$ cat config.mk
export PLATFORM = sky130hd
export DESIGN_NAME = cpf_front
export DESIGN_NICKNAME = d
export VERILOG_FILES = /design/src/sv/cpf_pkg.sv /design/src/sv/cpf_front.sv
export SDC_FILE = /design/constraint.sdc
export NUM_CORES = 1
export LEC_CHECK = 0
export ABC_AREA = 1
export BUFFER_PORTS_ARGS = -buffer_cell sky130_fd_sc_hd__buf_2
export CAP_MARGIN = 10
export CORE_ASPECT_RATIO = 0.75
export CORE_MARGIN = 2
export CORE_UTILIZATION = 40
export CTS_CLUSTER_SIZE = 24
export DETAILED_ROUTE_END_ITERATION = 12
export PLACE_DENSITY = 0.73
export SKIP_LAST_GASP = 1
export SYNTH_ARGS = -nofsm -noshare
export SYNTH_HDL_FRONTEND = slang
export SYNTH_SLANG_ARGS = --single-unit
$ cat constraint.sdc
create_clock -name clock -period 2.5 [get_ports clock]
set_input_delay 0.5 -clock clock [delete_from_list [all_inputs] [get_ports clock]]
set_output_delay 0.5 -clock clock [all_outputs]
set_load 0.05 [all_outputs]
$ cat src/sv/cpf_pkg.sv
// Package for the carrot path follower: payload structs, op codes, status codes,
// CORDIC arctangent table. No dependencies.
package cpf_pkg;

   localparam int CORDIC_STEPS = 24;

   typedef enum logic [1:0] {
      OP_CLEAR  = 2'd0,
      OP_APPEND = 2'd1,
      OP_POSE   = 2'd2,
      OP_CANCEL = 2'd3
   } op_type;

   typedef enum logic [1:0] {
      ST_MOVING    = 2'd0,
      ST_ARRIVED   = 2'd1,
      ST_ABORTED   = 2'd2,
      ST_CANCELLED = 2'd3
   } status_type;

   typedef enum logic [2:0] {
      CSR_LOOKAHEAD = 3'd0,
      CSR_GOAL_TOL  = 3'd1,
      CSR_BACKWARD  = 3'd2,
      CSR_FWD_LIN   = 3'd3,
      CSR_FWD_ANG   = 3'd4,
      CSR_BWD_LIN   = 3'd5,
      CSR_BWD_ANG   = 3'd6
   } csr_index_type;

   typedef struct packed {
      logic [1:0]         operation;
      logic signed [15:0] pos_x;
      logic signed [15:0] pos_y;
      logic [15:0]        robot_heading;
   } req_payload_type;

   typedef struct packed {
      logic signed [15:0] linear_velocity;
      logic signed [15:0] angular_velocity;
      logic [1:0]         status;
      logic [7:0]         target_point;
   } rsp_payload_type;

   typedef enum logic [3:0] {
      BK_IDLE,
      BK_SCAN_RD,
      BK_SCAN_CMP,
      BK_LAST_RD,
      BK_LAST_CMP,
      BK_CORDIC,
      BK_ERR,
      BK_MUL1,
      BK_MUL2,
      BK_ROUND,
      BK_OUT
   } back_state_type;

   function automatic logic [31:0] atan_turn(input logic [4:0] i);
      logic [31:0] v;
      case (i)
         5'd0:  v = 32'h20000000;
         5'd1:  v = 32'h12E4051E;
         5'd2:  v = 32'h09FB385B;
         5'd3:  v = 32'h051111D4;
         5'd4:  v = 32'h028B0D43;
         5'd5:  v = 32'h0145D7E1;
         5'd6:  v = 32'h00A2F61E;
         5'd7:  v = 32'h00517C55;
         5'd8:  v = 32'h0028BE53;
         5'd9:  v = 32'h00145F2F;
         5'd10: v = 32'h000A2F98;
         5'd11: v = 32'h000517CC;
         5'd12: v = 32'h00028BE6;
         5'd13: v = 32'h000145F3;
         5'd14: v = 32'h0000A2F9;
         5'd15: v = 32'h0000517D;
         5'd16: v = 32'h000028BE;
         5'd17: v = 32'h0000145F;
         5'd18: v = 32'h00000A30;
         5'd19: v = 32'h00000518;
         5'd20: v = 32'h0000028C;
         5'd21: v = 32'h00000146;
         5'd22: v = 32'h000000A3;
         5'd23: v = 32'h00000051;
         default: v = 32'h0;
      endcase
      return v;
   endfunction

endpackage

$ cat src/sv/cpf_front.sv
// Front half: configuration registers and input acceptance into the item queue.
// Depends on cpf_pkg for the request type and register index codes.
module cpf_front (
   input  logic                     clock,
   input  logic                     reset,
   input  logic                     req_valid,
   output logic                     req_stall,
   input  cpf_pkg::req_payload_type req_payload,
   input  logic                     csr_write,
   input  logic [2:0]               csr_index,
   input  logic [15:0]              csr_data,
   input  logic                     queue_full,
   output logic                     queue_push,
   output cpf_pkg::req_payload_type queue_data,
   output logic [14:0]              lookahead_radius,
   output logic [14:0]              goal_tolerance,
   output logic                     backward_mode,
   output logic signed [15:0]       forward_linear_gain,
   output logic signed [15:0]       forward_angular_gain,
   output logic signed [15:0]       backward_linear_gain,
   output logic signed [15:0]       backward_angular_gain
);
   import cpf_pkg::*;

   logic [14:0]        look_ff, look_in, tol_ff, tol_in;
   logic               bwd_ff, bwd_in;
   logic signed [15:0] flg_ff, flg_in, fag_ff, fag_in, blg_ff, blg_in, bag_ff, bag_in;

   always_comb begin
      look_in = look_ff;
      tol_in  = tol_ff;
      bwd_in  = bwd_ff;
      flg_in  = flg_ff;
      fag_in  = fag_ff;
      blg_in  = blg_ff;
      bag_in  = bag_ff;
      if (csr_write) begin
         case (csr_index_type'(csr_index))
            CSR_LOOKAHEAD: look_in = csr_data[14:0];
            CSR_GOAL_TOL:  tol_in  = csr_data[14:0];
            CSR_BACKWARD:  bwd_in  = csr_data[0];
            CSR_FWD_LIN:   flg_in  = csr_data;
            CSR_FWD_ANG:   fag_in  = csr_data;
            CSR_BWD_LIN:   blg_in  = csr_data;
            CSR_BWD_ANG:   bag_in  = csr_data;
            default: ;
         endcase
      end
   end

   always_ff @(posedge clock) begin
      if (reset) begin
         look_ff <= 15'd82;
         tol_ff  <= 15'd0;
         bwd_ff  <= 1'b0;
         flg_ff  <= 16'sd410;
         fag_ff  <= 16'sd2048;
         blg_ff  <= -16'sd328;
         bag_ff  <= -16'sd2048;
      end else begin
         look_ff <= look_in;
         tol_ff  <= tol_in;
         bwd_ff  <= bwd_in;
         flg_ff  <= flg_in;
         fag_ff  <= fag_in;
         blg_ff  <= blg_in;
         bag_ff  <= bag_in;
      end
   end

   assign req_stall  = queue_full;
   assign queue_push = req_valid && !queue_full;
   assign queue_data = req_payload;

   assign lookahead_radius      = look_ff;
   assign goal_tolerance        = tol_ff;
   assign backward_mode         = bwd_ff;
   assign forward_linear_gain   = flg_ff;
   assign forward_angular_gain  = fag_ff;
   assign backward_linear_gain  = blg_ff;
   assign backward_angular_gain = bag_ff;

   a_push_only_free: assert property (@(posedge clock) disable iff (reset)
      queue_push |-> !queue_full) else $error("push into full queue");
   a_csr_holds: assert property (@(posedge clock) disable iff (reset)
      !$past(csr_write) |-> $stable(look_ff) && $stable(bwd_ff))
      else $error("register changed without write");
   a_stall_follows: assert property (@(posedge clock) disable iff (reset)
      req_valid && !req_stall |-> queue_push) else $error("accepted item lost");

endmodule

==> impl.org, run 1 <==
** Status
- Status :: complete, no violations

** Synth
- Sequential elements use 46.1% of the synthesized area.
- Average instance area after synthesis :: 7.16 um2
- Xor-xnor portion of the synthesized cell area :: 0%
- Yosys printed 0 warnings.
- After synthesis, the share of cell area in mux cells is 0%.
- Synthesis produced a netlist whose cell count is between 500 and 600.
- Mapped Area :: slightly above 4000 um2
- The synthesized netlist contains 15 unique library cells.
- Complex-gate fraction of the synthesized area :: 0.243%
- The synthesized netlist devotes 0% of its cell area to adder and majority cells.
- After synthesis the netlist holds a flip-flop and latch count of 95.
- Total nets after synthesis :: 650
- Largest family of logic cells by synthesized area :: simple AND/OR/NAND/NOR gates
- Simple-gate share of the synthesized area :: 38.3%

** Final layout
- In the final layout, the share of cells above drive strength 1 is about a quarter.
- Most common library cell in the layout ignoring fill and taps :: sky130_fd_sc_hd__nor2_1
- The layout has around 1100 filler cells.
- After the last flow step, the layout net total stands at roughly 710.
- Most used cells in the layout excluding fill and tap cells :: sky130_fd_sc_hd__nor2_1, sky130_fd_sc_hd__nand2_1, sky130_fd_sc_hd__buf_2
- Area grow syn2layout :: 14.6%
- Leaving out filler cells and counting taps, the final layout contains a little under 800.
- 0 antenna diodes ended up in the layout.

** Setup path
- Worst endpoint data arrival time :: 1.80 ns
- The critical path contains buffers and inverters numbering 2 combined.
- Critical path class :: input pin to flip-flop
- For the worst setup path, the data required time is 2.72 ns.
- Counting buffers and inverters, the worst setup path is 6 cells deep.
- The slowest stage of the critical path is the sky130_fd_sc_hd__inv_2 cell.
- CP startpoint :: csr_write
- Kind of capture point of the worst setup path :: flip-flop
- By instance count, the cell type seen most on the critical path is sky130_fd_sc_hd__nand2_1.
- Among cell families on the critical path, the largest total delay comes from simple AND/OR/NAND/NOR gates.
- Measured in cells, the most critical reg-to-reg path has a length of 2.
- In this design, the stage delay of the slowest critical-path cell is approximately 0.43 ns.
- STA classifies the critical path startpoint as an input pin.
- Startpoint of the worst register-to-register path :: lookahead_radius[13]
- Along the worst path, the maximum fanout reaches 33.
- CP Cell Sequence :: buf_2 -> nand2_2 -> inv_2 -> nand2_1 -> nand2_1 -> nand3_1

** Placed design
- IO buf count :: between 100 and 150
- HPWL Detailed :: roughly 8.1 mm
- Including well taps, the total number of placed cells is 756.
- The congestion estimate from routability-driven global placement came to roughly 0.8.

** Floorplanning
- Row generation in the floorplan step produced 32 rows.
- In this run the vertical extent of the chip is around 92 um.
- Measured along the x axis, the die boundary spans about 120 um.
- Die Footprint :: approximately 11000 um2
- After floorplanning, the core was sized to cover 10200 um2.
- The initial utilization of the core area, before any placement, comes to between 40% and 50%.
- In this run the count of I/O pins placed on the die edge is between 200 and 250.

** STA
- Hold is met by between 0.3 and 0.4 ns.
- Setup repair after global routing left no endpoint under its margin.
- Slew Limit Headroom :: between 60 and 70%
- Tcrit/Tclk final :: between 60% and 70%
- The count of final hold-check violations is 0.
- Upper clock frequency limit :: between 0.6 and 0.7 GHz
- Worst-margin pin slew :: roughly 0.57 ns
- Worst clock skew :: 0 ns
- The total count of max-transition violations in the final report was 0.
- Setup total negative slack on the finished layout was measured at 0 ns.
- Setup violations remaining at the end of the flow were counted as 0.
- Subtracting the final worst setup slack from the clock period gives between 1.5 and 2 ns.

** Worst hold path
- The startpoint identified for the worst hold timing path is csr_data[8].
- The worst hold path was traced through 3 stages.
- Classification of the worst-slack hold path :: input pin to flip-flop

** Flow run
- Max Cap Viol :: 0

** Global routing
- Global routing used between 20% and 30% of the available tracks across all layers.
- Vias in the first global route :: 3499
- Entering global routing, the biggest net connects between 90 and 100 pins.
- The total overflow left after global routing is 0.
- The first global-routing pass estimated approximately 18 mm of wire.
- Antenna violations before repair :: 0

** Power and ir drop
- For this design the static power due to leakage is between 2 and 2.5 nW.
- Total power per unit cell area :: between 700 and 800 nW/um2
- IR Drop Worst-Case VDD :: ~360 uV

** Routing
- Number of vias per cell after detailed routing :: approximately 4.9
- Number of nets with antenna violations after routing :: 0
- After detailed routing, the average wire length per cell comes to 14.9 um.
- Pre-antenna DRT Iters :: 5
- Iter 0 DRT Violations :: 360
- Residual DRC count :: 0
- Summed over all layers, the routed wires come to roughly 11 mm.
- Detailed-route via count :: roughly 3800

** Clock network
- H-tree levels :: 3
- After clock tree synthesis, the setup repair step added 0 buffers.
- TritonCTS clock tree :: built
- The longest clock path from root to sink contains 2 buffers.
- Clock tree root buffer cell :: sky130_fd_sc_hd__clkbuf_16
- Post-cts gate resize count :: 0
- For this design, the CTS-stage hold fixing added 0 buffers.
- After clock tree synthesis, the clock-pin slew on the worst setup and hold paths is about 0.06 ns.
- Total clock buffers created by CTS :: 9
- At the later pin of the worst-skew pair, clock insertion delay measures between 0.3 and 0.4 ns.
- Number of clock sinks :: 95
metrics by stage:
step	utilization, %	power [mW]	area [um2]	worst slack [ns]
final	46.5	3.61	4730	0.915
after global placement	43.3	2.14	4400	0.660
after detailed placement	43.3	2.15	4400	0.605
after CTS	46.5	3.63	4730	0.976
after floorplan	-	2.22	4130	0.834
after global routing	46.5	3.75	4730	0.823
power by group:
part | switching (mW) | internal (mW) | total, mW
Clock | 0.567 | 0.930 | 1.50
Sequential | 0.0304 | 1.57 | 1.60
Combinational | 0.401 | 0.117 | 0.517
worst register-to-register path: cells and delay by family, from the launching register on:
kind,cells,cell delay (ns)
AND/OR/NAND/NOR,2,0.18
flip-flops,1,0.34
area by class of cell:
| type | instances | area, um2 | share of cell area (%) |
|---|---|---|---|
| flip-flops and latches | 95 | 1900 | 40.2 |
| multi-input cells | 376 | 1590 | 33.6 |
| repair buffers | 125 | 651 | 13.8 |
| clock buffers | 13 | 260 | 5.50 |
| well taps | 136 | 170 | 3.60 |
| inverters | 24 | 90.1 | 1.91 |
| clock inverters | 3 | 65.1 | 1.38 |
synth_stat cells:
master	count	area, um2
sky130_fd_sc_hd__buf_1	6	22.5
sky130_fd_sc_hd__nor2_4	6	67.6
sky130_fd_sc_hd__nand2_1	127	477
sky130_fd_sc_hd__a21oi_1	1	5.00
sky130_fd_sc_hd__nand3_1	95	475
sky130_fd_sc_hd__buf_4	59	443
sky130_fd_sc_hd__o21ai_0	1	5.00
sky130_fd_sc_hd__dfxtp_1	95	1900
sky130_fd_sc_hd__nand2_2	2	12.5
sky130_fd_sc_hd__nor2_1	141	529
sky130_fd_sc_hd__inv_2	3	11.3
sky130_fd_sc_hd__inv_1	21	78.8
sky130_fd_sc_hd__clkbuf_1	2	7.51
sky130_fd_sc_hd__buf_2	14	70.1
sky130_fd_sc_hd__nor2_2	3	18.8
cell families (layout without fill, tap and decap cells):
group | count (synthesis) | count (layout)
AOI/OAI and AO/OA | 2 | 2
buffers and inverters | 105 | 165
DFF | 95 | 95
and+or+nand+nor | 374 | 374
registers in the layout, indices dropped and copies added (netlist names):
register / cells
goal_tolerance: 15
backward_linear_gain: 16
forward_angular_gain: 16
backward_mode: 1
backward_angular_gain: 16
forward_linear_gain: 16
lookahead_radius: 15
metal layers:
metal / vias to the layer above / routed length [um] / GRT usage [%] / share of wire [%]
li1: 1842 / - / - / -
met1: 1727 / 5360 / 27.6 / 47
met2: 162 / 5020 / 32.2 / 44
met3: 19 / 949 / 7.34 / 8.3
met4: 0 / 154 / 6.51 / 1.3
met5: - / 0 / 0 / 0
final timing paths:
check	to	slack, ns
max	backward_linear_gain[3]	0.92
min	forward_linear_gain[8]	0.38
max reg2reg	lookahead_radius[13]	1.88
min reg2reg	backward_linear_gain[4]	0.46
(Power assumes the default switching activity.)
==> run 2: changes to the inputs <==
--- a/config.mk
+++ b/config.mk
@@ -13,7 +13,7 @@
 export CORE_UTILIZATION = 40
 export CTS_CLUSTER_SIZE = 24
 export DETAILED_ROUTE_END_ITERATION = 12
-export PLACE_DENSITY = 0.73
+export PLACE_DENSITY = 0.76
 export SKIP_LAST_GASP = 1
 export SYNTH_ARGS = -nofsm -noshare
 export SYNTH_HDL_FRONTEND = slang
==> constraint.sdc (replaced) <==
create_clock -name clock -period 1.4 [get_ports clock]
set_input_delay 0.28 -clock clock [delete_from_list [all_inputs] [get_ports clock]]
set_output_delay 0.28 -clock clock [all_outputs]
set_load 0.05 [all_outputs]
==> run 2 against run 1 <==
Compared with the run above: clock power rose by 67%; final area rose by 0.42%; total power rose by 74%; count of clock-buffer cells in the layout did not move; sequential power rose by 78%; global-route usage fell by 0.32 points; via count rose by 1.4%; sequential share of layout area fell by 0.17 points; non-clock buffer count rose by 3; die area did not move; register-to-register slack got worse by 1.1 ns; highest routed layer unchanged.
==> impl.org, run 2 (same netlist as run 1, synthesis figures left out) <==
** Status
- The flow ran to the end, and the final reports show no timing, DRC or antenna violations.

** Setup path
- Slowest cell on the critical path :: sky130_fd_sc_hd__dfxtp_1
- Required time reported for the critical path endpoint :: between 1 and 1.5 ns
- Setup crit start kind :: flip-flop
- Sum of buffers and inverters on the critical path :: 1
- In this run the worst path has a maximum fanout of 2.
- STA classifies the critical path endpoint as a primary output.
- Reg-to-reg setup timing slack :: roughly 0.79 ns
- On the worst path, the slowest cell contributes a delay of roughly 0.37 ns.
- Worst endpoint data arrival time :: between 0.9 and 1 ns
- CP Cell Sequence :: buf_2
- On the critical path the largest part of the delay comes from flip-flops.
- The setup path with the least slack is of type flip-flop to primary output.

** STA
- At the pin with the least slew margin, the transition time is 0.432 ns.
- Slew Limit Headroom :: between 70% and 80%
- Post-layout min period :: 1.27 ns
- Setup repair after global routing left no endpoint under its margin.
- Final Slew Violations :: 0
- The count of final hold-check violations is 0.
- Setup TNS after final layout :: 0 ns
- For this run, the top clock speed supported by timing is between 0.7 and 0.8 GHz.
- Finish-stage setup viols :: 0
- Dividing the final minimum period by the clock period gives 91.1%.
- Worst clock skew :: 0 ns

** Final layout
- Leaving out fill and tap cells, the most frequent cell in the layout is sky130_fd_sc_hd__nor2_1.
- The number of antenna diodes in the final layout is 0.
- Layout cell share with drive strength beyond 1 :: 24.6%
- Area grow syn2layout :: 15.1%
- Fillers :: slightly above 1000
- Net count of the finished layout :: a little over 700
- The finished layout holds 775 standard cells, fillers aside.
- Leaving out fill and tap cells, the most frequent cells in the layout are sky130_fd_sc_hd__nor2_1, sky130_fd_sc_hd__nand2_1, sky130_fd_sc_hd__buf_2.

** Routing
- Iter 0 DRT Violations :: about 250
- After detailed routing, the number of vias per cell comes to roughly 4.9.
- In the routed design, unresolved DRC markers number 0.
- Before antenna repair, the detailed router went through 5 iterations.
- Dividing the detail-routed wire length by the instance count gives ~15 um.
- The detailed router placed between 3000 and 4000 vias in this run.
- Number of nets with antenna violations after routing :: 0
- DRT Wirelength :: roughly 11 mm

** Global routing
- The total overflow left after global routing is 0.
- The via count of the first global-routing pass came to 3473.
- Antenna violations before repair :: 0
- Entering global routing, the biggest net connects 96 pins.
- The first global-routing pass estimated about 18 mm of wire.
- Total global routing track utilization :: about a fifth

** Clock network
- Latest clock arrival within the worst-skew pair :: 0.34 ns
- For this design, the CTS-stage hold fixing added 0 buffers.
- Buffers inserted during clock tree synthesis total 9.
- H-tree levels :: 3
- Number of clock sinks :: between 90 and 100
- Buffer levels on the longest clock path :: 2
- Clock transition at the registers of the reported paths :: approximately 0.060 ns
- TritonCTS built the clock tree.
- Setup repair bufs after CTS :: 0
- Clock tree root buffer cell :: sky130_fd_sc_hd__clkbuf_16
- Gates resized during post-CTS repair numbered 0.

** Floorplanning
- I/O pins :: 221
- The die is approximately 120 um wide.
- Number of rows in the core area :: 32
- Placeable core area :: between 10000 and 15000 um2
- Initial standard-cell utilization of the core :: approximately two fifths
- The die covers approximately 11000 um2.
- The floorplan step set the die height to roughly 90 um.

** Power and ir drop
- Power spread over the standard cell area amounts to between 1000 and 1500 nW/um2.
- Summed over all cells, the static leakage comes to 2.35 nW.
- VDD sags by at most approximately 560 uV.

** Flow run
- Max Cap Viol :: 0

** Worst hold path
- Classification of the worst-slack hold path :: input pin to flip-flop

** Placed design
- Buffers placed on the I/O ports in this run total between 100 and 150.
- Detailed placement finished with a half-perimeter wire length of between 8 and 9 mm.
- Routability-driven placement finished with a final weighted congestion of approximately 0.84.
- Cell count after placement :: roughly 760
[run 2: cell types whose count changed in the layout (fill, tap and decap cells not counted)]
| cell | delta |
|---|---|
| sky130_fd_sc_hd__buf_12 | +1 |
| sky130_fd_sc_hd__clkinv_2 | +1 |
| sky130_fd_sc_hd__buf_4 | +2 |
| sky130_fd_sc_hd__clkbuf_8 | +1 |
| sky130_fd_sc_hd__clkbuf_1 | -1 |
| sky130_fd_sc_hd__bufinv_16 | -1 |
[run 2: path summary, 6_finish.rpt]
check                      startpoint                        to  cells past startpoint
max              lookahead_radius[12]      lookahead_radius[12]                      1
min                       csr_data[6]       lookahead_radius[6]                      3
max reg2reg  backward_angular_gain[2]  backward_angular_gain[2]                      2
min reg2reg  backward_linear_gain[11]  backward_linear_gain[11]                      2
[run 2: per-layer routing]
layer / up-vias / track usage, % / wire length, um
met3: 36 / 6.34 / 1010
met2: 182 / 30.2 / 4980
li1: 1850 / - / -
met5: - / 0 / 0
met1: 1733 / 27.2 / 5000
met4: 0 / 10.6 / 333
[run 2: report_power, final]
part	switching [mW]	leakage (nW)	internal, mW
combinational	0.716	1.42	0.218
sequential	0.0516	0.773	2.80
clock	0.985	0.156	1.52
total	1.75	2.35	4.54
[run 2: area by class of cell]
class                   instances  area, um2  share of cell area, %
flip-flops and latches         95       1900                   40.1
inverters                      24       90.1                   1.90
well taps                     136        170                   3.58
multi-input cells             376       1590                   33.5
repair buffers                128        686                   14.4
clock inverters                 3       40.0                  0.843
clock buffers                  13        270                   5.69
[run 2: stage by stage]
| step | worst slack, ns | instance area, um2 | hold slack [ns] | total power, mW | util [%] |
|---|---|---|---|---|---|
| 2_1_floorplan | 0.174 | 4130 | 0.393 | 3.97 | - |
| 3_3_place_gp | 0.157 | 4440 | 0.433 | 3.83 | 43.6 |
| 3_5_place_dp | 0.0790 | 4440 | 0.439 | 3.84 | 43.6 |
| 4_1_cts | 0.115 | 4750 | 0.149 | 6.36 | 46.7 |
| 5_1_grt | 0.0747 | 4750 | 0.167 | 6.56 | 46.7 |
| 6_report | 0.125 | 4750 | 0.155 | 6.29 | 46.7 |
[run 2: tightest hold or removal path: stages]
cell and delay [ns]:
sky130_fd_sc_hd__buf_2 0.09, sky130_fd_sc_hd__nand2_1 0.05, sky130_fd_sc_hd__nand3_1 0.05
