$ cat src/sv/cpf_pkg.sv
// Package for the carrot path follower: payload structs, op codes, status codes,
// CORDIC arctangent table. No dependencies.
package cpf_pkg;

   localparam int CORDIC_STEPS = 24;

   typedef enum logic [1:0] {
      OP_CLEAR  = 2'd0,
      OP_APPEND = 2'd1,
      OP_POSE   = 2'd2,
      OP_CANCEL = 2'd3
   } op_type;

   typedef enum logic [1:0] {
      ST_MOVING    = 2'd0,
      ST_ARRIVED   = 2'd1,
      ST_ABORTED   = 2'd2,
      ST_CANCELLED = 2'd3
   } status_type;

   typedef enum logic [2:0] {
      CSR_LOOKAHEAD = 3'd0,
      CSR_GOAL_TOL  = 3'd1,
      CSR_BACKWARD  = 3'd2,
      CSR_FWD_LIN   = 3'd3,
      CSR_FWD_ANG   = 3'd4,
      CSR_BWD_LIN   = 3'd5,
      CSR_BWD_ANG   = 3'd6
   } csr_index_type;

   typedef struct packed {
      logic [1:0]         operation;
      logic signed [15:0] pos_x;
      logic signed [15:0] pos_y;
      logic [15:0]        robot_heading;
   } req_payload_type;

   typedef struct packed {
      logic signed [15:0] linear_velocity;
      logic signed [15:0] angular_velocity;
      logic [1:0]         status;
      logic [7:0]         target_point;
   } rsp_payload_type;

   typedef enum logic [3:0] {
      BK_IDLE,
      BK_SCAN_RD,
      BK_SCAN_CMP,
      BK_LAST_RD,
      BK_LAST_CMP,
      BK_CORDIC,
      BK_ERR,
      BK_MUL1,
      BK_MUL2,
      BK_ROUND,
      BK_OUT
   } back_state_type;

   function automatic logic [31:0] atan_turn(input logic [4:0] i);
      logic [31:0] v;
      case (i)
         5'd0:  v = 32'h20000000;
         5'd1:  v = 32'h12E4051E;
         5'd2:  v = 32'h09FB385B;
         5'd3:  v = 32'h051111D4;
         5'd4:  v = 32'h028B0D43;
         5'd5:  v = 32'h0145D7E1;
         5'd6:  v = 32'h00A2F61E;
         5'd7:  v = 32'h00517C55;
         5'd8:  v = 32'h0028BE53;
         5'd9:  v = 32'h00145F2F;
         5'd10: v = 32'h000A2F98;
         5'd11: v = 32'h000517CC;
         5'd12: v = 32'h00028BE6;
         5'd13: v = 32'h000145F3;
         5'd14: v = 32'h0000A2F9;
         5'd15: v = 32'h0000517D;
         5'd16: v = 32'h000028BE;
         5'd17: v = 32'h0000145F;
         5'd18: v = 32'h00000A30;
         5'd19: v = 32'h00000518;
         5'd20: v = 32'h0000028C;
         5'd21: v = 32'h00000146;
         5'd22: v = 32'h000000A3;
         5'd23: v = 32'h00000051;
         default: v = 32'h0;
      endcase
      return v;
   endfunction

endpackage

$ cat src/sv/cpf_queue.sv
// Short FIFO between the front and back halves of the follower.
// Depends on cpf_pkg for the request payload type.
module cpf_queue #(
   parameter int DEPTH = 2
) (
   input  logic                     clock,
   input  logic                     reset,
   input  logic                     push,
   input  cpf_pkg::req_payload_type push_data,
   output logic                     full,
   input  logic                     pop,
   output cpf_pkg::req_payload_type pop_data,
   output logic                     not_empty
);
   import cpf_pkg::*;

   localparam int AW = (DEPTH > 1) ? $clog2(DEPTH) : 1;

   req_payload_type  slot_ff [DEPTH];
   logic [AW-1:0]    wr_ptr_ff, wr_ptr_in, rd_ptr_ff, rd_ptr_in;
   logic [AW:0]      count_ff, count_in;

   always_comb begin
      wr_ptr_in = wr_ptr_ff;
      rd_ptr_in = rd_ptr_ff;
      count_in  = count_ff;
      if (push) begin
         wr_ptr_in = (wr_ptr_ff == AW'(DEPTH - 1)) ? '0 : wr_ptr_ff + 1'b1;
      end
      if (pop) begin
         rd_ptr_in = (rd_ptr_ff == AW'(DEPTH - 1)) ? '0 : rd_ptr_ff + 1'b1;
      end
      if (push && !pop) count_in = count_ff + 1'b1;
      else if (pop && !push) count_in = count_ff - 1'b1;
   end

   always_ff @(posedge clock) begin
      if (reset) begin
         wr_ptr_ff <= '0;
         rd_ptr_ff <= '0;
         count_ff  <= '0;
      end else begin
         wr_ptr_ff <= wr_ptr_in;
         rd_ptr_ff <= rd_ptr_in;
         count_ff  <= count_in;
      end
   end

   always_ff @(posedge clock) begin
      if (push) slot_ff[wr_ptr_ff] <= push_data;
   end

   assign pop_data  = slot_ff[rd_ptr_ff];
   assign not_empty = (count_ff != '0);
   assign full      = (count_ff == (AW+1)'(DEPTH));

   a_no_overflow: assert property (@(posedge clock) disable iff (reset)
      full |-> !push) else $error("queue overflow");
   a_no_underflow: assert property (@(posedge clock) disable iff (reset)
      !not_empty |-> !pop) else $error("queue underflow");
   a_count_range: assert property (@(posedge clock) disable iff (reset)
      count_ff <= (AW+1)'(DEPTH)) else $error("queue count out of range");

endmodule

$ cat config.mk
export PLATFORM = sky130hd
export DESIGN_NAME = cpf_queue
export DESIGN_NICKNAME = d
export VERILOG_FILES = /design/src/sv/cpf_pkg.sv /design/src/sv/cpf_queue.sv
export SDC_FILE = /design/constraint.sdc
export NUM_CORES = 1
export LEC_CHECK = 0
export BUFFER_PORTS_ARGS = -buffer_cell sky130_fd_sc_hd__buf_4
export CAP_MARGIN = 10
export CORE_UTILIZATION = 29
export CTS_BUF_LIST = sky130_fd_sc_hd__clkbuf_16
export DETAILED_ROUTE_END_ITERATION = 8
export GPL_TIMING_DRIVEN = 0
export PLACE_DENSITY_LB_ADDON = 0.3
export SYNTH_ARGS = -nofsm -noshare
export SYNTH_HDL_FRONTEND = slang
export SYNTH_SLANG_ARGS = --single-unit
$ cat constraint.sdc
create_clock -name clock -period 4.2 [get_ports clock]
set_clock_uncertainty 0.05 [all_clocks]
set_input_delay 0.84 -clock clock [delete_from_list [all_inputs] [get_ports clock]]
set_output_delay 0.84 -clock clock [all_outputs]
set_load 0.05 [all_outputs]
==> results.md, run 1 <==
- Primary FF master, synth: edfxtp_1
- WL/cell: roughly 14 µm
- Clock latency on the worst-skew pair: roughly 0.34 ns
- CTS tree: done
- Finished Layout Cells: 470
- Routability cong.: 0.619
- Cell-internal power: 1.78 mW
- Cell taking the most area after synthesis: edfxtp_1
- Hold Fails Final Rpt: 0
- Worst flop-to-flop path startpoint: wr_ptr_ff
- Die height: 117 µm
- R2r worst-path depth: 2
- Vias per inst: 4.21
- Post-synth EDFFs: 100
- 1st-pass router iterations: 4
- Layout area overhead: 34.7%
- Initial Util: 0.300
- Cells after Synth: 178
- Final setup vio count: 0
- VDD IR max: 0.263 mV
- DPL Wire Length: roughly 4500 µm
- Htree depth: 3
- Critical Path AT: 1.57 ns
- Mux cell area share after synthesis: 0.147
- FF+latch count, synth: between 100 and 150
- Post-CTS sizing: 0
- Synth cell types: 18
- Synth warnings: 0
- Synth area leaders: edfxtp_1 79%, mux2_2 14%, dfxtp_1 2.6%
- Routed WL: 6650 µm
- Data required time of the worst path: 3.31 ns
- Reg power frac: 0.507
- Clock slew seen by the registers of the worst setup and hold paths: 0.06 ns
- First-pass GRT wire length: 9920 µm
- Max Slew Vio Count: 0
- Die width: 117 µm
- Util after Layout: 0.404
- Clock Power Share: 0.291
- Crit. End Element: output port
- Top cells by count, synth: 100 x edfxtp_1, 46 x mux2_2, 5 x buf_4, 5 x dfxtp_1
- Fin crit period: 2.46 ns
- Total Nets Final: ~350
- I/O Pins: approximately 110
- Post-Synth XOR/XNOR Area: 0.00917
- HP Class: reg2reg
- RSZ-0062 raised after global routing: no
- Largest net degree at the start of global routing: 29
- Min-delay src: count_ff[1]
- Largest family of logic cells by synthesized area: multiplexers
- Crit-path cells: buf_2 > buf_4 > mux2_2 > buf_4
- GRT overflow: 0
- Seq/Total Area, Yosys: 0.813
- Routed Antenna Nets: 0
- DR iter-0 viols: 57
- Area post-placement: approximately 4900 µm²
- Diodes inserted: 0
- Combinational share of power: 0.202
- Final instance area: 5140 µm²
- Core Region: around 13000 µm²
- Simple-Gate Fraction of Synth Area: 0.0128
- Number of buffers inserted by hold repair at cts: 0
- Cell with the most instances after synthesis: edfxtp_1
- Area share of fa/ha/maj cells after synthesis: 0.00328
- Relative slew slack: 0.583
- Worst Path Max Fanout: 10
- Total GRT Usage: 0.103
- Fraction of layout cells with a size suffix above 1: 0.584
- Crit Path Class: reg2out
- Net switching fraction of the power: 0.268
- Leak Pwr: 1.92 nW
- Top cell type's share of synthesized area: 0.786
- Vias in the first global route: 2014
- Post-Syn Area per Cell: 21.5 µm²
- Synth Cell Area: roughly 3800 µm²
- Fmax: 407 MHz
- CP max-delay cell: mux2_2
- Max Cap Viol: 0
- Net Sw Power: 0.652 mW
- Mapped Nets: 233
- Final Cycle Share: 0.585
- Clk buf depth: 2
- Status: finished clean
- Dpl cells: between 400 and 500
- DIE AREA: 13600 µm²
- Slew @ Worst Pin: roughly 0.62 ns
- Sinks on Clock Net: about 110
- Drt drc: 0
- Ys async rst share: 0
- Clock root cell: clkbuf_16
- Vias: 1980
- Number of antenna violations at the first check in global routing: 0
- Pwr dens: 473 nW/µm²
- Port Buffers: 105
- Hold depth: 2
- Area fraction in compound gates after synthesis: 0.00262
- CP most frequent cell: buf_4
- Post-CTS Setup Inserts: 0
- Slowest stage delay, CP: between 0.3 and 0.4 ns
- Core Rows: 41
- Filler Cells Inserted: 1221
- CTS Buf Count: 9
- Setup crit start kind: flip-flop
[logic make-up (layout without fill, tap and decap cells)]
logic type      Yosys count  count (layout)
fa+ha+maj                 1               1
simple gates              9               9
xor+xnor                  4               4
mux                      50              50
compound gates            2               2
buf+inv                   7             127
flops                   105             105
[worst max-delay path, delay by kind of cell (launching register included)]
family / cells / cell delay, ns
buffers and inverters: 3 / 0.56
DFF: 1 / 0.30
muxes: 1 / 0.36
[final cells by class]
type | instances | area (µm²) | area share
plain buffers | 6 | 42.5 | 0.00827
clock buffers | 9 | 225 | 0.0438
clock inverters | 3 | 12.5 | 0.00243
inverters | 1 | 3.75 | 0.000730
multi-input cells | 66 | 678 | 0.132
flip-flops and latches | 105 | 3100 | 0.603
well taps | 172 | 215 | 0.0418
repair buffers | 108 | 863 | 0.168
[flip-flops by register name (all words and copies together) (netlist names), named ones only]
register   cells
count_ff       2
wr_ptr_ff      1
rd_ptr_ff      1
slot_ff      100
[worst paths after layout]
kind                            slack (ns)        endpoint
worst max-delay path                  1.74    pop_data[32]
worst min-delay path                  0.45     count_ff[1]
worst max register to register        2.55  slot_ff[1][47]
worst min register to register        0.45     count_ff[1]
[power by group through the flow]
stage / clock network [mW] / registers (mW) / logic (mW)
3_5_place_dp: 0 / 1.26 / 0.500
2_1_floorplan: 0 / 1.26 / 0.325
4_1_cts: 0.737 / 1.23 / 0.501
6_report: 0.709 / 1.23 / 0.491
5_1_grt: 0.779 / 1.24 / 0.519
3_3_place_gp: 0 / 1.26 / 0.481
[metal layers]
layer	part of all wire	wire length, µm	track usage
met3	0.082	543	0.0503
met4	0.017	116	0.0456
met5	0	0	0
met2	0.50	3310	0.168
met1	0.40	2680	0.113
[metrics by stage]
stage | hold slack [ns] | worst slack [ns] | setup TNS [ns] | total power, mW
after global routing | 0.493 | 1.63 | 0 | 2.54
after CTS | 0.454 | 1.68 | 0 | 2.47
after global placement | 0.434 | -1.08 | -53.88 | 1.74
final | 0.450 | 1.74 | 0 | 2.43
after detailed placement | 0.441 | 1.97 | 0 | 1.76
after floorplan | 0.406 | 0.630 | 0 | 1.58
[placed cells by master (no fill, tap or decap), types with 2 or more instances in the layout]
| cell type | synthesis | final |
|---|---|---|
| xnor2_1 | 2 | 2 |
| mux2_2 | 46 | 46 |
| edfxtp_1 | 100 | 100 |
| buf_16 | 0 | 2 |
| mux2_1 | 4 | 4 |
| clkinv_1 | 0 | 2 |
| clkbuf_16 | 0 | 9 |
| xor2_1 | 2 | 2 |
| dfxtp_1 | 5 | 5 |
| buf_4 | 5 | 110 |
| nor2_1 | 4 | 4 |
No activity file was read; power rests on OpenSTA's default activity.
==> run 2, diff against run 1 <==
==> constraint.sdc (replaced) <==
create_clock -name clock -period 2.1 [get_ports clock]
set_clock_uncertainty 0.05 [all_clocks]
set_input_delay 0.42 -clock clock [delete_from_list [all_inputs] [get_ports clock]]
set_output_delay 0.42 -clock clock [all_outputs]
set_load 0.05 [all_outputs]
==> results.md, run 2 (synthesis gave the netlist of run 1 again) <==
- Core Region: 12700 µm² (unchanged)
- Routability cong.: 0.611 (-1.4%)
- Port Buffers: 105 (unchanged)
- WL/cell: 14.4 µm (+1.8%)
- Data required time of the worst path: 1.63 ns (-1.68 ns)
- Worst flop-to-flop path startpoint: wr_ptr_ff
- Leak Pwr: 1.94 nW (+1.0%)
- Critical Path AT: 1.57 ns (about the same)
- Max reg flops: 100 (unchanged)
- Slew @ Worst Pin: 0.720 ns (+0.0951 ns)
- Die height: 117 µm (unchanged)
- Grt met2 use: 0.179 (+0.0114)
- Clk buf depth: 2 (unchanged)
- Total GRT Usage: 0.104 (+0.00141)
- Area post-placement: 4910 µm² (unchanged)
- Pwr dens: 982 nW/µm² (+110%)
- Core Rows: 41 (unchanged)
- Setup crit start kind: flip-flop
- Commonest non-fill, non-tap cells in the layout: 110 x buf_4, 100 x edfxtp_1, 46 x mux2_2
- Routed WL: 6830 µm (+2.7%)
- Commonest non-fill, non-tap cell in the layout: buf_4
- CP endpoint: pop_data[40]
- Worst r2r dst: slot_ff[1][16]
- DIE AREA: 13600 µm² (unchanged)
- Htree depth: 3 (unchanged)
- Max Slew Vio Count: 0 (unchanged)
- Drt drc: 0 (unchanged)
- DPL Wire Length: 4430 µm (-1.6%)
- CTS Buf Count: 9 (unchanged)
- Util after Layout: 0.409 (+0.00462)
- Biggest regs: slot_ff (100), count_ff (2)
- Fraction of layout cells with a size suffix above 1: 0.596 (+0.0121)
- Hold Fails Final Rpt: 0 (unchanged)
- Status: finished clean
- Crit Path Class: reg2out
- Vias in the first global route: 1949 (-3.2%)
- CTS tree: done
- R2r setup slk: 0.40 ns (-2.15 ns)
- Final Cycle Share: 0.969
- Clock slew seen by the registers of the worst setup and hold paths: 0.07 ns (about the same)
- Vias: 1960 (-1.0%)
- Routed Antenna Nets: 0 (unchanged)
- 1st-pass router iterations: 4 (unchanged)
- R2r worst-path depth: 2 (unchanged)
- Largest net degree at the start of global routing: 27 (-6.9%)
- Post-CTS Setup Inserts: 0 (unchanged)
- DR iter-0 viols: 88 (+54%)
- Relative slew slack: 0.520 (-0.0634)
- I/O Pins: 106 (unchanged)
- Diodes inserted: 0 (unchanged)
- Vias per inst: 4.14 (-1.8%)
- Crit. End Element: output port
- Reg with most FFs: slot_ff
- Clock root cell: clkbuf_16
- VDD IR max: 0.412 mV (+56%)
- GRT overflow: 0 (unchanged)
- Die width: 117 µm (unchanged)
- Clock latency on the worst-skew pair: 0.34 ns (about the same)
- Gr busiest metal: met2
- Initial Util: 0.300 (unchanged)
- First-pass GRT wire length: 9960 µm (+0.34%)
- Total Nets Final: 352 (unchanged)
- Final setup vio count: 0 (unchanged)
- Fmax: 491 MHz
- Sinks on Clock Net: 105 (unchanged)
- Layout area overhead: 36.2%
- Final instance area: 5200 µm² (+1.1%)
- Met3 usage: 0.0332 (-0.0171)
- Fin crit period: 2.04 ns
- Met1 GRT Util: 0.112 (-0.00149)
- Number of antenna violations at the first check in global routing: 0 (unchanged)
- Max Cap Viol: 0 (unchanged)
- Setup TNS: 0 ns (unchanged)
- RSZ-0062 raised after global routing: yes
- HP Class: in2reg
- Worst Path Max Fanout: 10 (unchanged)
-- run 2: layout make-up --
type / instances / area (µm²)
Clock buffer: 9 / 225
Sequential cell: 105 / 3100
Fill cell: 1229 / 7520
Clock inverter: 7 / 71.3
Buffer: 6 / 42.5
Multi-Input combinational cell: 66 / 678
Timing Repair Buffer: 108 / 863
Inverter: 1 / 3.75
Tap cell: 172 / 215
-- run 2: routing by layer --
metal  vias up  share of wire  wire length, µm
met3        12          0.054              370
met1       958           0.40             2750
met4         0          0.023              158
met5         -              0                0
li1        930              -                -
met2        60           0.52             3560
-- run 2: worst min path at each step --
stage                        startpoint              to  slack, ns  depth (start not counted)
after floorplan             count_ff[1]     count_ff[1]       0.41                          2
after global placement      count_ff[1]     count_ff[1]       0.43                          2
after detailed placement    count_ff[1]     count_ff[1]       0.45                          2
after CTS                  push_data[0]   slot_ff[0][0]       0.19                          1
after global routing      push_data[12]  slot_ff[1][12]       0.19                          1
final                     push_data[19]  slot_ff[1][19]       0.21                          1
-- run 2: stage by stage --
step                setup WS (ns)  power [mW]  hold WS, ns  cells
CTS                       0.00870        5.18        0.192    474
detailed placement          0.229        3.51        0.447    458
floorplan                  0.0240        3.16        0.406    178
global placement           -0.933        3.48        0.427    455
global route              -0.0384        5.32        0.188    474
finish                     0.0649        5.11        0.210    474
-- run 2: what timing repair did --
item                                    4_1_cts  5_1_grt
hold buffers                                  0        0
gates resized for setup                       0        0
endpoints found under the setup margin        0       48
-- run 2: worst max-delay path, stage by stage, from the launching register on --
cell,delay (ns)
dfxtp_1,0.30
buf_2,0.16
buf_4,0.22
mux2_1,0.35
buf_4,0.20
-- run 2: report_power, final --
group	switching, mW	internal, mW
clock	0.736	0.922
sequential	0.0305	2.44
combinational	0.621	0.360
total	1.39	3.72
==> run 3, diff against run 2 <==
--- a/config.mk
+++ b/config.mk
@@ -11,7 +11,7 @@
 export CTS_BUF_LIST = sky130_fd_sc_hd__clkbuf_16
 export DETAILED_ROUTE_END_ITERATION = 8
 export GPL_TIMING_DRIVEN = 0
-export PLACE_DENSITY_LB_ADDON = 0.3
+export PLACE_DENSITY = 0.5
 export SYNTH_ARGS = -nofsm -noshare
 export SYNTH_HDL_FRONTEND = slang
 export SYNTH_SLANG_ARGS = --single-unit
==> results.md, run 3 (synthesis gave the netlist of run 1 again) <==
- Crit Path Class: reg2out
- Clk buf depth: 2 (unchanged)
- First-pass GRT wire length: 10400 µm (+4.9%)
- Sinks on Clock Net: 105 (unchanged)
- Vias in the first global route: 2110 (+8.3%)
- Hold Fails Final Rpt: 0 (unchanged)
- RSZ-0062 raised after global routing: yes
- Routed Antenna Nets: 0 (unchanged)
- Clock slew seen by the registers of the worst setup and hold paths: 0.07 ns (about the same)
- Filler Cells Inserted: 1198 (-2.5%)
- Total Nets Final: 351 (-0.28%)
- Slowest stage delay, CP: 0.35 ns (about the same)
- DR iter-0 viols: 70 (-20%)
- Total GRT Usage: 0.107 (+0.00287)
- Hold slack: 0.208 ns (-0.00246 ns)
- Relative slew slack: 0.441 (-0.0789)
- Largest net degree at the start of global routing: 27 (unchanged)
- Setup crit start kind: flip-flop
- Slew @ Worst Pin: 0.837 ns (+0.117 ns)
- Number of antenna violations at the first check in global routing: 0 (unchanged)
- Fmax: 486 MHz (-1.1%)
- Core Rows: 41 (unchanged)
- Leak Pwr: 1.95 nW (+0.68%)
- CP top delay family: buffers and inverters
- CTS tree: done
- Pre-CTS WS: 0.186 ns (-0.0425 ns)
- Max Cap Viol: 0 (unchanged)
- R2r setup slk: 0.42 ns (+0.02 ns)
- Worst Path Max Fanout: 10 (unchanged)
- Clock latency on the worst-skew pair: 0.34 ns (about the same)
- Commonest non-fill, non-tap cell in the layout: buf_4
- I/O Pins: 106 (unchanged)
- GRT overflow: 0 (unchanged)
- Routed WL: 6870 µm (+0.56%)
- Biggest regs: slot_ff (100), count_ff (2)
- Finished Layout Cells: 473 (-0.21%)
- Routability cong.: 0.645 (+5.6%)
- Power Total: 5.29 mW (+3.6%)
- Vias: 1956 (-0.20%)
- Htree depth: 3 (unchanged)
- CP most frequent cell: buf_4
- Port Buffers: 105 (unchanged)
- Critical Path AT: 1.59 ns (+0.02 ns)
- Die height: 117 µm (unchanged)
- Status: finished clean
- Die width: 117 µm (unchanged)
- Fraction of layout cells with a size suffix above 1: 0.588 (-0.00799)
- Final setup vio count: 0 (unchanged)
- Drt drc: 0 (unchanged)
- DPL Wire Length: 4490 µm (+1.5%)
- Max reg flops: 100 (unchanged)
- Clock root cell: clkbuf_16
- Commonest non-fill, non-tap cells in the layout: 108 x buf_4, 100 x edfxtp_1, 46 x mux2_2
- WL/cell: 14.5 µm (+0.77%)
- Dpl cells: 457 (-0.22%)
- Layout area overhead: 36.5%
- CP bufs+invs: 3 (unchanged)
- Diodes inserted: 0 (unchanged)
- Util after Layout: 0.410 (+0.000885)
- DIE AREA: 13600 µm² (unchanged)
- Fin crit period: 2.06 ns (+0.0227 ns)
- Final worst setup slack: 0.0422 ns (-0.0227 ns)
- Core Region: 12700 µm² (unchanged)
- Initial Util: 0.300 (unchanged)
- Pwr dens: 1010 nW/µm² (+3.4%)
- Post-CTS Setup Inserts: 0 (unchanged)
- Max Slew Vio Count: 0 (unchanged)
- CTS Buf Count: 9 (unchanged)
- Reg with most FFs: slot_ff
- HP Class: in2reg
- 1st-pass router iterations: 4 (unchanged)
- Final Cycle Share: 0.980 (+0.0108)
- Crit-path cells: buf_2 > buf_4 > mux2_2 > buf_4
- Crit. End Element: output port
- VDD IR max: 0.472 mV (+15%)
- CP max-delay cell: mux2_2
- Data required time of the worst path: 1.63 ns (about the same)
- Vias per inst: 4.14 (about the same)
## run 3: final timing paths
kind                                  endpoint          start  cells after the start
worst max-delay path              pop_data[33]      flip-flop                      4
worst min-delay path            slot_ff[1][15]  push_data[15]                      1
worst max register to register  slot_ff[0][10]      wr_ptr_ff                      2
worst min register to register     count_ff[1]    count_ff[1]                      2
## run 3: metrics by stage
stage	cell area [µm²]	setup TNS, ns
2_1_floorplan	3830	0
3_3_place_gp	4830	-58.64
3_5_place_dp	4870	0
4_1_cts	5210	0
5_1_grt	5210	-0.780
6_report	5210	0
## run 3: final cells by class
cell class              instances  area (µm²)  area share
flip-flops and latches        105        3100       0.595
repair buffers                107         828       0.159
multi-input cells              66         678       0.130
clock buffers                   9         225      0.0432
well taps                     172         215      0.0413
clock inverters                 7         110      0.0211
plain buffers                   6        50.0     0.00960
inverters                       1        3.75    0.000720
## run 3: power breakdown
group	total (mW)	internal (mW)	switching (mW)
registers	2.47	2.44	0.0310
clock network	1.85	1.15	0.694
logic	0.974	0.351	0.622
## run 3: worst register-to-register path, delay by kind of cell (launching register included)
family        cells  cell delay (ns)
simple gates      1             0.68
flops             1             0.35
buf+inv           1             0.28
## run 3: repair_timing
| action | CTS | global route |
|---|---|---|
| pin swaps | 0 | 0 |
| hold buffers | 0 | 0 |
| endpoints found under the setup margin | 1 | 39 |
| resized for setup | 1 | 1 |
## run 3: layer usage
| metal | vias to the layer above | track usage | share of wire |
|---|---|---|---|
| met5 | - | 0 | 0 |
| met4 | 0 | 0.0582 | 0.019 |
| met3 | 11 | 0.0410 | 0.071 |
| met1 | 958 | 0.121 | 0.40 |
| li1 | 927 | - | - |
| met2 | 60 | 0.176 | 0.51 |
